--- config.mk ---
export PLATFORM = sky130hd
export DESIGN_NAME = dsp_float_ieee_converter_flat
export DESIGN_NICKNAME = d
export VERILOG_FILES = /design/src/rtl/dfc_pkg.sv /design/src/rtl/dfc_if.sv /design/src/rtl/dfc_decode.sv /design/src/rtl/dfc_pack.sv /design/src/rtl/dsp_float_ieee_converter.sv /design/src/flat_wrapper.sv
export SDC_FILE = /design/constraint.sdc
export NUM_CORES = 1
export LEC_CHECK = 0
export BUFFER_PORTS_ARGS = -buffer_cell sky130_fd_sc_hd__buf_4
export CORE_MARGIN = 2
export CORE_UTILIZATION = 39
export CTS_CLUSTER_DIAMETER = 200
export DETAILED_ROUTE_END_ITERATION = 16
export GPL_TIMING_DRIVEN = 0
export MAX_ROUTING_LAYER = met4
export PLACE_DENSITY = 0.71
export SLEW_MARGIN = 10
export SYNTH_ARGS = -nofsm -noshare
export SYNTH_HDL_FRONTEND = slang
export SYNTH_SLANG_ARGS = --single-unit
--- constraint.sdc ---
create_clock -name clock -period 4.25 [get_ports clock]
set_input_delay 1.275 -clock clock [delete_from_list [all_inputs] [get_ports clock]]
set_output_delay 1.275 -clock clock [all_outputs]
set_load 0.02 [all_outputs]
--- src/rtl/dfc_pkg.sv ---
package dfc_pkg;

   // Direction codes carried by the request opcode
   typedef enum logic [1:0] {
      OP_TO_SINGLE = 2'd0,
      OP_TO_DOUBLE = 2'd1,
      OP_TO_DSP    = 2'd2
   } opcode_type;

   // Exponent biases, narrowed to the field widths they land in
   localparam logic [8:0]  SINGLE_BIAS = 9'd127;
   localparam logic [11:0] DOUBLE_BIAS = 12'd1023;

   // DSP exponent -128, the exponent code of the DSP zero
   localparam logic [7:0] DSP_ZERO_EXP = 8'h80;

   // Low byte of (-1023), used to unbias an IEEE double exponent
   localparam logic [7:0] DOUBLE_UNBIAS_LOW = 8'd1;

   // Biased IEEE double exponent window that maps onto -128..127
   localparam logic [10:0] DOUBLE_EXP_MIN = 11'd895;
   localparam logic [10:0] DOUBLE_EXP_MAX = 11'd1150;

   // Fixed DSP result patterns
   localparam logic [31:0] DSP_ZERO    = 32'h8000_0000;
   localparam logic [31:0] DSP_MAX_POS = 32'h7f7f_ffff;
   localparam logic [31:0] DSP_MAX_NEG = 32'h7f80_0000;

   // Decoded transaction between the decode and pack stages
   typedef struct packed {
      opcode_type  op;
      logic        sgn;
      logic        dsp_zero;
      logic [8:0]  single_exp;
      logic [11:0] double_exp;
      logic [23:0] mag;
      logic        exp_small;
      logic        exp_large;
      logic [7:0]  dsp_exp;
      logic [22:0] dsp_frac;
   } stage_type;

endpackage

--- src/rtl/dfc_if.sv ---
// Request channel: opcode and 64-bit word
interface dfc_req_if;
   logic        valid;
   logic        ready;
   logic [1:0]  opcode;
   logic [63:0] data_in;

   modport source (output valid, output opcode, output data_in, input ready);
   modport sink (input valid, input opcode, input data_in, output ready);
endinterface

// Response channel: 64-bit converted word
interface dfc_rsp_if;
   logic        valid;
   logic        ready;
   logic [63:0] data_out;

   modport source (output valid, output data_out, input ready);
   modport sink (input valid, input data_out, output ready);
endinterface

--- src/rtl/dfc_decode.sv ---
module dfc_decode (
   input  logic               clock,
   input  logic               reset,
   input  logic               enable,
   input  logic               in_valid,
   input  logic [1:0]         in_opcode,
   input  logic [63:0]        in_data,
   output logic               out_valid,
   output dfc_pkg::stage_type out_stage
);
   import dfc_pkg::*;

   logic [31:0] word;
   logic [7:0]  dsp_e;
   logic [23:0] dsp_m;
   logic [10:0] ieee_e;
   logic [30:0] ieee_m;
   logic [30:0] ieee_m_neg;
   logic        ieee_neg;
   logic        exp_dec;
   stage_type   stage_in;
   stage_type   stage_ff;
   logic        valid_ff;

   assign word       = in_data[31:0];
   assign dsp_e      = word[31:24];
   assign dsp_m      = word[23:0];
   assign ieee_e     = in_data[62:52];
   assign ieee_m     = in_data[51:21];
   assign ieee_neg   = in_data[63];
   assign ieee_m_neg = 31'd0 - ieee_m;
   // Negative with zero fraction is sign only: lower the exponent by one
   assign exp_dec    = ieee_neg && (ieee_m == 31'd0);

   // Unpack both directions; pack stage picks by opcode
   always_comb begin
      stage_in.op         = opcode_type'(in_opcode);
      stage_in.sgn        = (opcode_type'(in_opcode) == OP_TO_DSP) ? ieee_neg : dsp_m[23];
      stage_in.dsp_zero   = (dsp_m == 24'd0) && (dsp_e == DSP_ZERO_EXP);
      stage_in.single_exp = {dsp_e[7], dsp_e} + SINGLE_BIAS;
      stage_in.double_exp = {{4{dsp_e[7]}}, dsp_e} + DOUBLE_BIAS;
      stage_in.mag        = dsp_m[23] ? (24'd0 - dsp_m) : dsp_m;
      stage_in.exp_small  = ieee_e < DOUBLE_EXP_MIN;
      stage_in.exp_large  = ieee_e > DOUBLE_EXP_MAX;
      stage_in.dsp_exp    = ieee_e[7:0] + DOUBLE_UNBIAS_LOW - {7'd0, exp_dec};
      stage_in.dsp_frac   = ieee_neg ? ieee_m_neg[30:8] : ieee_m[30:8];
   end

   // Advance valid bit
   always_ff @(posedge clock) begin
      if (reset) begin
         valid_ff <= 1'b0;
      end else if (enable) begin
         valid_ff <= in_valid;
      end
   end

   // Advance payload
   always_ff @(posedge clock) begin
      if (enable) begin
         stage_ff <= stage_in;
      end
   end

   assign out_valid = valid_ff;
   assign out_stage = stage_ff;

endmodule

--- src/rtl/dfc_pack.sv ---
module dfc_pack (
   input  logic               clock,
   input  logic               reset,
   input  logic               enable,
   input  logic               in_valid,
   input  dfc_pkg::stage_type in_stage,
   output logic               out_valid,
   output logic [63:0]        out_data
);
   import dfc_pkg::*;

   logic [31:0] single_word;
   logic [31:0] double_hi;
   logic [31:0] dsp_word;
   logic [63:0] data_in;
   logic [63:0] data_ff;
   logic        valid_ff;

   // Exponent field plus magnitude; the carry may ripple into the sign bit
   assign single_word = (({in_stage.single_exp, 23'd0} + {8'd0, in_stage.mag})
                        ^ {in_stage.sgn, 31'd0});
   assign double_hi   = (({in_stage.double_exp, 20'd0} + {11'd0, in_stage.mag[23:3]})
                        ^ {in_stage.sgn, 31'd0});

   // Flush small, saturate large, else exponent, sign and fraction
   always_comb begin
      if (in_stage.exp_small) begin
         dsp_word = DSP_ZERO;
      end else if (in_stage.exp_large) begin
         dsp_word = in_stage.sgn ? DSP_MAX_NEG : DSP_MAX_POS;
      end else begin
         dsp_word = {in_stage.dsp_exp, in_stage.sgn, in_stage.dsp_frac};
      end
   end

   // Select result by direction
   always_comb begin
      case (in_stage.op)
         OP_TO_SINGLE: begin
            data_in = in_stage.dsp_zero ? 64'd0 : {32'd0, single_word};
         end
         OP_TO_DOUBLE: begin
            data_in = in_stage.dsp_zero ? 64'd0 : {double_hi, in_stage.mag[2:0], 29'd0};
         end
         OP_TO_DSP: begin
            data_in = {32'd0, dsp_word};
         end
         default: begin
            data_in = 64'd0;
         end
      endcase
   end

   // Advance valid bit
   always_ff @(posedge clock) begin
      if (reset) begin
         valid_ff <= 1'b0;
      end else if (enable) begin
         valid_ff <= in_valid;
      end
   end

   // Hold result until taken
   always_ff @(posedge clock) begin
      if (enable) begin
         data_ff <= data_in;
      end
   end

   assign out_valid = valid_ff;
   assign out_data  = data_ff;

endmodule

--- src/rtl/dsp_float_ieee_converter.sv ---
// Converts between the 32-bit DSP float format (signed 8-bit exponent,
// two's complement 24-bit mantissa) and IEEE-754: opcode 0 gives an IEEE
// single in data_out[31:0], opcode 1 an IEEE double, opcode 2 takes an IEEE
// double and gives a DSP word in data_out[31:0]; opcode 3 returns zero. The
// block is a three-stage pipeline (input register, decode register, output
// register): each transaction passes through these registers in turn, and one
// transaction is accepted every cycle unless the response side stalls. A stall
// on the response side fills pipeline bubbles first, then holds the request.
module dsp_float_ieee_converter (
   input logic     clock,
   input logic     reset,
   dfc_req_if.sink req_bus,
   dfc_rsp_if.source rsp_bus
);
   import dfc_pkg::*;

   logic               s1_valid_ff;
   logic [1:0]         s1_opcode_ff;
   logic [63:0]        s1_data_ff;
   logic               s2_valid;
   stage_type          s2_stage;
   logic               en1;
   logic               en2;
   logic               en3;

   // Each stage moves when its successor is empty or moving
   assign en3 = !rsp_bus.valid || rsp_bus.ready;
   assign en2 = !s2_valid || en3;
   assign en1 = !s1_valid_ff || en2;
   assign req_bus.ready = en1;

   // Capture transaction
   always_ff @(posedge clock) begin
      if (reset) begin
         s1_valid_ff <= 1'b0;
      end else if (en1) begin
         s1_valid_ff <= req_bus.valid;
      end
   end

   always_ff @(posedge clock) begin
      if (en1) begin
         s1_opcode_ff <= req_bus.opcode;
         s1_data_ff   <= req_bus.data_in;
      end
   end

   dfc_decode u_decode (
      .clock     (clock),
      .reset     (reset),
      .enable    (en2),
      .in_valid  (s1_valid_ff),
      .in_opcode (s1_opcode_ff),
      .in_data   (s1_data_ff),
      .out_valid (s2_valid),
      .out_stage (s2_stage)
   );

   dfc_pack u_pack (
      .clock     (clock),
      .reset     (reset),
      .enable    (en3),
      .in_valid  (s2_valid),
      .in_stage  (s2_stage),
      .out_valid (rsp_bus.valid),
      .out_data  (rsp_bus.data_out)
   );

`ifndef ASSERT_OFF
   // An accepted transaction lands in the input stage
   a_accept_lands: assert property (@(posedge clock) disable iff (reset)
      req_bus.valid && req_bus.ready |=> s1_valid_ff)
      else $error("accepted transaction lost at input stage");

   // A blocked input stage holds its transaction
   a_s1_hold: assert property (@(posedge clock) disable iff (reset)
      s1_valid_ff && !en2 |=> s1_valid_ff && $stable(s1_data_ff) && $stable(s1_opcode_ff))
      else $error("input stage changed while blocked");

   // A decoded transaction that moves reaches the output
   a_s2_to_out: assert property (@(posedge clock) disable iff (reset)
      s2_valid && en3 |=> rsp_bus.valid)
      else $error("decoded transaction lost at output stage");

   // A full pipeline with a stalled response refuses new transactions
   a_full_stall: assert property (@(posedge clock) disable iff (reset)
      s1_valid_ff && s2_valid && rsp_bus.valid && !rsp_bus.ready |-> !req_bus.ready)
      else $error("request accepted into a full pipeline");
`endif

endmodule

--- src/flat_wrapper.sv ---
// flat-port wrapper written by rule: the top's interface ports become plain ports
module dsp_float_ieee_converter_flat import dfc_pkg::*;
  (clock, reset, req_bus_valid, req_bus_opcode, req_bus_data_in, req_bus_ready, rsp_bus_valid, rsp_bus_data_out, rsp_bus_ready);
  dfc_req_if req_bus_i ();
  dfc_rsp_if rsp_bus_i ();
  input logic clock;
  input logic reset;
  input wire logic [$bits(req_bus_i.valid)-1:0] req_bus_valid;
  input wire logic [$bits(req_bus_i.opcode)-1:0] req_bus_opcode;
  input wire logic [$bits(req_bus_i.data_in)-1:0] req_bus_data_in;
  output wire logic [$bits(req_bus_i.ready)-1:0] req_bus_ready;
  output wire logic [$bits(rsp_bus_i.valid)-1:0] rsp_bus_valid;
  output wire logic [$bits(rsp_bus_i.data_out)-1:0] rsp_bus_data_out;
  input wire logic [$bits(rsp_bus_i.ready)-1:0] rsp_bus_ready;
  assign req_bus_i.valid = req_bus_valid;
  assign req_bus_i.opcode = req_bus_opcode;
  assign req_bus_i.data_in = req_bus_data_in;
  assign req_bus_ready = req_bus_i.ready;
  assign rsp_bus_valid = rsp_bus_i.valid;
  assign rsp_bus_data_out = rsp_bus_i.data_out;
  assign rsp_bus_i.ready = rsp_bus_ready;
  dsp_float_ieee_converter u_core (.clock(clock), .reset(reset), .req_bus(req_bus_i), .rsp_bus(rsp_bus_i));
endmodule
## Word level (Yosys, flattened, before mapping)

Index checks and enable logic that the tools add are counted.

| word-level totals | value |
|---|---|
| register bits | 215 |
| bits of input ports | 70 |
| word-level logic and storage cells | 53 |

| operators by class | value |
|---|---|
| add/sub/neg operators | 8 |
| $lt $le $gt $ge | 2 |
| equality and inequality tests | 4 |
| mux-type cells | 9 |
| bitwise gates (word level) | 2 |
| reduce and logical (&&, ||, !) cells | 11 |

Operator list:

| cell | number |
|---|---|
| 64-bit one-hot mux with 3 select lines | 1 |
| 32-bit two-way mux | 3 |
| 64-bit two-way mux | 1 |
| 32-bit XOR | 2 |
| 23-bit two-way mux | 2 |
| 32-bit by 21-bit adder with 32-bit output | 1 |
| 32-bit by 24-bit adder with 32-bit output | 1 |
| 31-bit zero test | 1 |
| 1-bit by 31-bit subtractor with 31-bit output (first input constant) | 1 |
| 24-bit zero test | 1 |
| 24-bit two-way mux | 1 |
| 1-bit by 24-bit subtractor with 24-bit output (first input constant) | 1 |
| 8-bit by 11-bit adder with 12-bit output (second input constant) | 1 |
| 11-bit > comparator (second input constant) | 1 |
| 11-bit by 10-bit less-than comparator with 1-bit output (second input constant) | 1 |
| 8-bit by 8-bit adder with 9-bit output (second input constant) | 1 |
| 8-bit by 1-bit adder with 8-bit output (second input constant) | 1 |
| 8-bit equality test (second input constant) | 1 |
| 8-bit by 1-bit subtractor with 8-bit output | 1 |
| 2-bit equality test (second input constant) | 2 |
| 1-bit zero test | 3 |
| 1-bit logical OR | 3 |
| 2-bit by 1-bit equality test with 1-bit output (second input constant) | 1 |
| 1-bit logical AND | 2 |
| 2 further kinds | 2 |

## Longest topological paths before layout

| depth | value |
|---|---|
| depth in word-level cells | 4 |
| mapped depth | 14 |

## Cells and area by module

Synthesis repeated with hierarchy kept, for this count alone.

| second synthesis, totals | value |
|---|---|
| cells, all modules | 641 |
| area total of the unflattened synthesis | 9105.0 um2 |

By module, submodules not included:

| module | times used | cells each | area an instance (um2) |
|---|---|---|---|
| dfc_decode | 1 | 308 | 3951.3 |
| dfc_pack | 1 | 261 | 3101.7 |
| dsp_float_ieee_converter | 1 | 72 | 2052.0 |

## Worst setup path before layout

No wires, ideal clock.

| timing path | value |
|---|---|
| kind | input-to-output |
| start point | input rsp_bus_ready |
| end point | output req_bus_ready |
| data arrival time | 3.035 ns |
| setup slack | -0.060 ns |
| stages | 3 |
| cells stage by stage | nor2b_1 -> and2_1 -> nand2_1 |

| between the ends | value |
|---|---|
| cells in the longest elaborated chain, start to end | 3 |

RTL lines:

| what | line | text |
|---|---|---|
| start: declaration | flat_wrapper.sv:14 | `input wire logic [$bits(rsp_bus_i.ready)-1:0] rsp_bus_ready;` |
| 1-bit logical OR | dsp_float_ieee_converter.sv:27 | `assign en3 = !rsp_bus.valid \|\| rsp_bus.ready;` |
| 1-bit logical OR | dsp_float_ieee_converter.sv:28 | `assign en2 = !s2_valid \|\| en3;` |
| 1-bit logical OR | dsp_float_ieee_converter.sv:29 | `assign en1 = !s1_valid_ff \|\| en2;` |
| end: declaration | flat_wrapper.sv:11 | `output wire logic [$bits(req_bus_i.ready)-1:0] req_bus_ready;` |

No other way between the ends.

## Worst setup path after layout

Same ends and word-level chain as after synthesis.

==> flow_results.xml <==
<?xml version="1.0" encoding="UTF-8"?>
<metrics>
  <group name="grt">
    <metric name="grt_pass1_vias" unit="">5259</metric>
    <metric name="grt_pass1_wl" unit="um">28500</metric>
    <metric name="grt.overflow.total" unit="">0</metric>
    <metric name="grt_max_degree" unit="">68</metric>
    <metric name="gr-usage-all-layers" unit="%">15.9</metric>
    <metric name="antenna_found_initial" unit="">0</metric>
  </group>
  <group name="yosys">
    <metric name="synthesized_net_count" unit="">714</metric>
    <metric name="syn_std_cell_area" unit="um2">8800</metric>
    <metric name="synth_top_area_share" unit="%">69.6</metric>
    <metric name="postSynth.asyncResetShare" unit="%">0</metric>
    <metric name="yosysWarnings" unit="">0</metric>
    <metric name="synth-edff-count" unit="">204</metric>
    <metric name="mean_area_per_synthesized_cell" unit="um2">14.1</metric>
    <metric name="ys_dominant_reg_cell" unit="">sky130_fd_sc_hd__edfxtp_1</metric>
    <metric name="postSynthRegisterBits" unit="">207</metric>
    <metric name="synth_sequential_area_ratio" unit="%">70.3</metric>
    <metric name="postSynthCellCount" unit="">626</metric>
    <metric name="post_synth_top_area_cell" unit="">sky130_fd_sc_hd__edfxtp_1</metric>
    <metric name="synth_area_leaders" unit="">sky130_fd_sc_hd__edfxtp_1, sky130_fd_sc_hd__xnor2_1, sky130_fd_sc_hd__ha_1</metric>
    <metric name="ys_types" unit="">45</metric>
  </group>
  <group name="power">
    <metric name="power.ir.vdd_worst" unit="mV">0.276</metric>
    <metric name="leakagePower" unit="nW">4.23</metric>
    <metric name="cellPowerDensity" unit="nW/um2">448</metric>
  </group>
  <group name="clock_tree">
    <metric name="clock_path_buffers" unit="">3</metric>
    <metric name="clock_transition_at_the_registers_of_the_reported_paths" unit="ns">0.06</metric>
    <metric name="postCtsSetupBuffers" unit="">0</metric>
    <metric name="clkLatencyLatePin" unit="ns">0.51</metric>
    <metric name="clkSinkCount" unit="">207</metric>
    <metric name="number_of_cts_inserted_buffers" unit="">22</metric>
    <metric name="hold_buffers" unit="">0</metric>
    <metric name="clock-root-buffer" unit="">sky130_fd_sc_hd__clkbuf_16</metric>
    <metric name="cts.htree.levels" unit="">1</metric>
    <metric name="tritoncts" unit="">yes</metric>
  </group>
  <group name="placed_design">
    <metric name="dpl_worst_slack" unit="ns">0.0924</metric>
    <metric name="final_replace_weighted_congestion" unit="">0.872</metric>
    <metric name="place_hpwl" unit="um">14000</metric>
    <metric name="dp.cells" unit="">1043</metric>
    <metric name="count_of_input_and_output_buffers" unit="">135</metric>
  </group>
  <group name="timing">
    <metric name="grt_setup_unrepaired" unit="">no</metric>
    <metric name="finClkSkew" unit="ns">0.0106</metric>
    <metric name="layout_worst_path_cycle_share" unit="%">92.8</metric>
    <metric name="postLayoutSetupSlackWorst" unit="ns">0.305</metric>
    <metric name="finalHoldWorstSlack" unit="ns">0.442</metric>
    <metric name="tightest_slew" unit="ns">0.843</metric>
    <metric name="max_slew_margin" unit="%">43.7</metric>
    <metric name="timing.final.hold_violations" unit="">0</metric>
    <metric name="final-setup-viol-count" unit="">0</metric>
    <metric name="number_of_pins_exceeding_their_max_slew_limit_in_the_final_report" unit="">0</metric>
    <metric name="fin_tns_setup" unit="ns">0</metric>
    <metric name="timing.fmax" unit="GHz">0.253</metric>
    <metric name="fin_crit" unit="ns">3.94</metric>
  </group>
  <group name="die">
    <metric name="die-height" unit="um">154</metric>
    <metric name="core_area" unit="um2">22000</metric>
    <metric name="die-area" unit="um2">23800</metric>
    <metric name="floorplan.rows" unit="">54</metric>
    <metric name="initial_core_util" unit="%">40.1</metric>
    <metric name="io_pins" unit="">136</metric>
    <metric name="chipWidth" unit="um">154</metric>
  </group>
  <group name="worst_setup_path">
    <metric name="worstPathArrival" unit="ns">2.67</metric>
    <metric name="timing.critical_path.fanout_max" unit="">67</metric>
    <metric name="cp_launch_type" unit="">primary input</metric>
    <metric name="worst-setup-path-type" unit="">primary input to output pin</metric>
    <metric name="cp_endpoint_kind" unit="">output pin</metric>
    <metric name="cp.required" unit="ns">2.97</metric>
  </group>
  <group name="final_layout">
    <metric name="nNetsFinal" unit="">875</metric>
    <metric name="post_route_cells_drive_above_1_share" unit="%">23.6</metric>
    <metric name="final.fill_count" unit="">1866</metric>
    <metric name="fin_cells" unit="">1082</metric>
    <metric name="postLayoutCoreUtil" unit="%">50.0</metric>
    <metric name="area_growth_syn_to_layout" unit="%">24.8</metric>
    <metric name="antenna-diode-count" unit="">0</metric>
  </group>
  <group name="route">
    <metric name="detail_route.vias_per_cell" unit="">4.90</metric>
    <metric name="drt-pass1-iter-count" unit="">5</metric>
    <metric name="drt_first_iter_violations" unit="">494</metric>
    <metric name="remaining_drc_errors" unit="">0</metric>
    <metric name="detail-route-antenna-nets" unit="">0</metric>
    <metric name="avg_wl_per_cell" unit="um">17.0</metric>
    <metric name="aggregate_routed_wire_length" unit="um">18400</metric>
    <metric name="vias_after_detailed_routing" unit="">5305</metric>
  </group>
  <group name="run">
    <metric name="drv.max_cap_violation_count" unit="">0</metric>
  </group>
  <group name="run_status">
    <metric name="result_of_the_run" unit="">complete, no violations</metric>
  </group>
  <group name="worst_hold_path">
    <metric name="min-delay-path-class" unit="">register to register</metric>
  </group>
</metrics>
-- stage by stage --
stage	instance area [um2]	total power [mW]
2_1_floorplan	8800	2.77
3_3_place_gp	10200	2.98
3_5_place_dp	10200	2.99
4_1_cts	11000	4.96
5_1_grt	11000	5.09
6_report	11000	4.92
-- registers in the layout (all words and copies together) (netlist names) --
signal	flops
u_core.s1_opcode_ff	2
u_core.u_decode.out_valid	1
u_core.u_decode.out_stage	74
u_core.u_pack.out_valid	1
u_core.s1_data_ff	64
u_core.s1_valid_ff	1
u_core.u_pack.out_data	64
-- synth_stat cells (4+ instances only) --
master,number
sky130_fd_sc_hd__inv_1,24
sky130_fd_sc_hd__nand4_1,6
sky130_fd_sc_hd__o41ai_1,11
sky130_fd_sc_hd__clkbuf_1,20
sky130_fd_sc_hd__edfxtp_1,204
sky130_fd_sc_hd__o21ai_1,4
sky130_fd_sc_hd__nand2_1,48
sky130_fd_sc_hd__nand3b_1,4
sky130_fd_sc_hd__nor4_1,10
sky130_fd_sc_hd__xnor2_1,59
sky130_fd_sc_hd__and2_1,23
sky130_fd_sc_hd__nand2b_1,5
sky130_fd_sc_hd__nor3_1,14
sky130_fd_sc_hd__nand3_1,8
sky130_fd_sc_hd__xor2_1,7
sky130_fd_sc_hd__o31ai_1,12
sky130_fd_sc_hd__o21ai_0,41
sky130_fd_sc_hd__ha_1,18
sky130_fd_sc_hd__or3_1,6
sky130_fd_sc_hd__nor2b_1,6
sky130_fd_sc_hd__nor2_1,55
sky130_fd_sc_hd__a21oi_1,5
-- worst max-delay path: stages --
cell and delay (ns):
sky130_fd_sc_hd__buf_4 0.11, sky130_fd_sc_hd__nor2b_1 0.24, sky130_fd_sc_hd__and2_1 0.40, sky130_fd_sc_hd__nand2_8 0.34, sky130_fd_sc_hd__buf_4 0.29
-- final timing paths --
path	startpoint	depth (start not counted)	slack (ns)	endpoint
worst max-delay path	rsp_bus_ready	5	0.31	req_bus_ready
worst min-delay path	u_core.s1_opcode_ff[1]	0	0.44	u_core.u_decode.out_stage[81]
worst max register to register	u_core.s1_data_ff[23]	14	0.70	u_core.u_decode.out_stage[30]
worst min register to register	u_core.s1_opcode_ff[1]	0	0.44	u_core.u_decode.out_stage[81]
-- per-layer routing --
layer | global-route usage [%] | share of wire [%]
met1 | 22.8 | 47
met5 | - | 0
met2 | 23.3 | 44
met3 | 2.61 | 6.4
met4 | 5.07 | 1.8
-- report_power, final --
group / internal, mW / switching, mW / total (mW) / leakage [nW]
Sequential: 2.42 / 0.101 / 2.52 / 2.26
Clock: 1.20 / 0.769 / 1.97 / 0.364
Combinational: 0.201 / 0.223 / 0.424 / 1.60
Total: 3.82 / 1.09 / 4.92 / 4.23
-- area by class of cell --
type,count,area (um2),area share (%)
repair buffers,137,1060,9.66
flip-flops and latches,207,6190,56.3
multi-input cells,374,2450,22.3
inverters,24,92.6,0.843
plain buffers,21,86.3,0.786
clock inverters,15,196,1.79
clock buffers,24,558,5.08
well taps,280,350,3.19
-- placed cells by master (no fill, tap or decap), drive strengths merged, types with 14 or more instances in the layout --
cell | synthesis | layout
o31ai | 15 | 15
o21ai | 45 | 45
inv | 24 | 24
buf | 1 | 138
nor3 | 15 | 15
ha | 18 | 18
nor2 | 55 | 55
and2 | 23 | 23
o41ai | 14 | 14
clkbuf | 20 | 44
nand2 | 48 | 48
edfxtp | 204 | 204
xnor2 | 59 | 59
-- cells by family (layout without fill, tap and decap cells) --
| group | after synthesis | in the layout | synth area share, % |
|---|---|---|---|
| DFF | 207 | 207 | 70.3 |
| and+or+nand+nor | 197 | 197 | 11.2 |
| AOI/OAI and AO/OA | 92 | 92 | 7.25 |
| xor gates and xnor gates | 66 | 66 | 6.57 |
| buffers and inverters | 45 | 221 | 2.01 |
| adders and majority gates | 18 | 18 | 2.56 |
| muxes | 1 | 1 | 0.128 |
-- timing repair --
| action | 4_1_cts | 5_1_grt |
|---|---|---|
| gates resized for setup | 0 | 1 |
| setup endpoints to repair | 0 | 1 |
| hold endpoints to repair | 0 | 0 |
No activity file was read; power rests on OpenSTA's default activity.
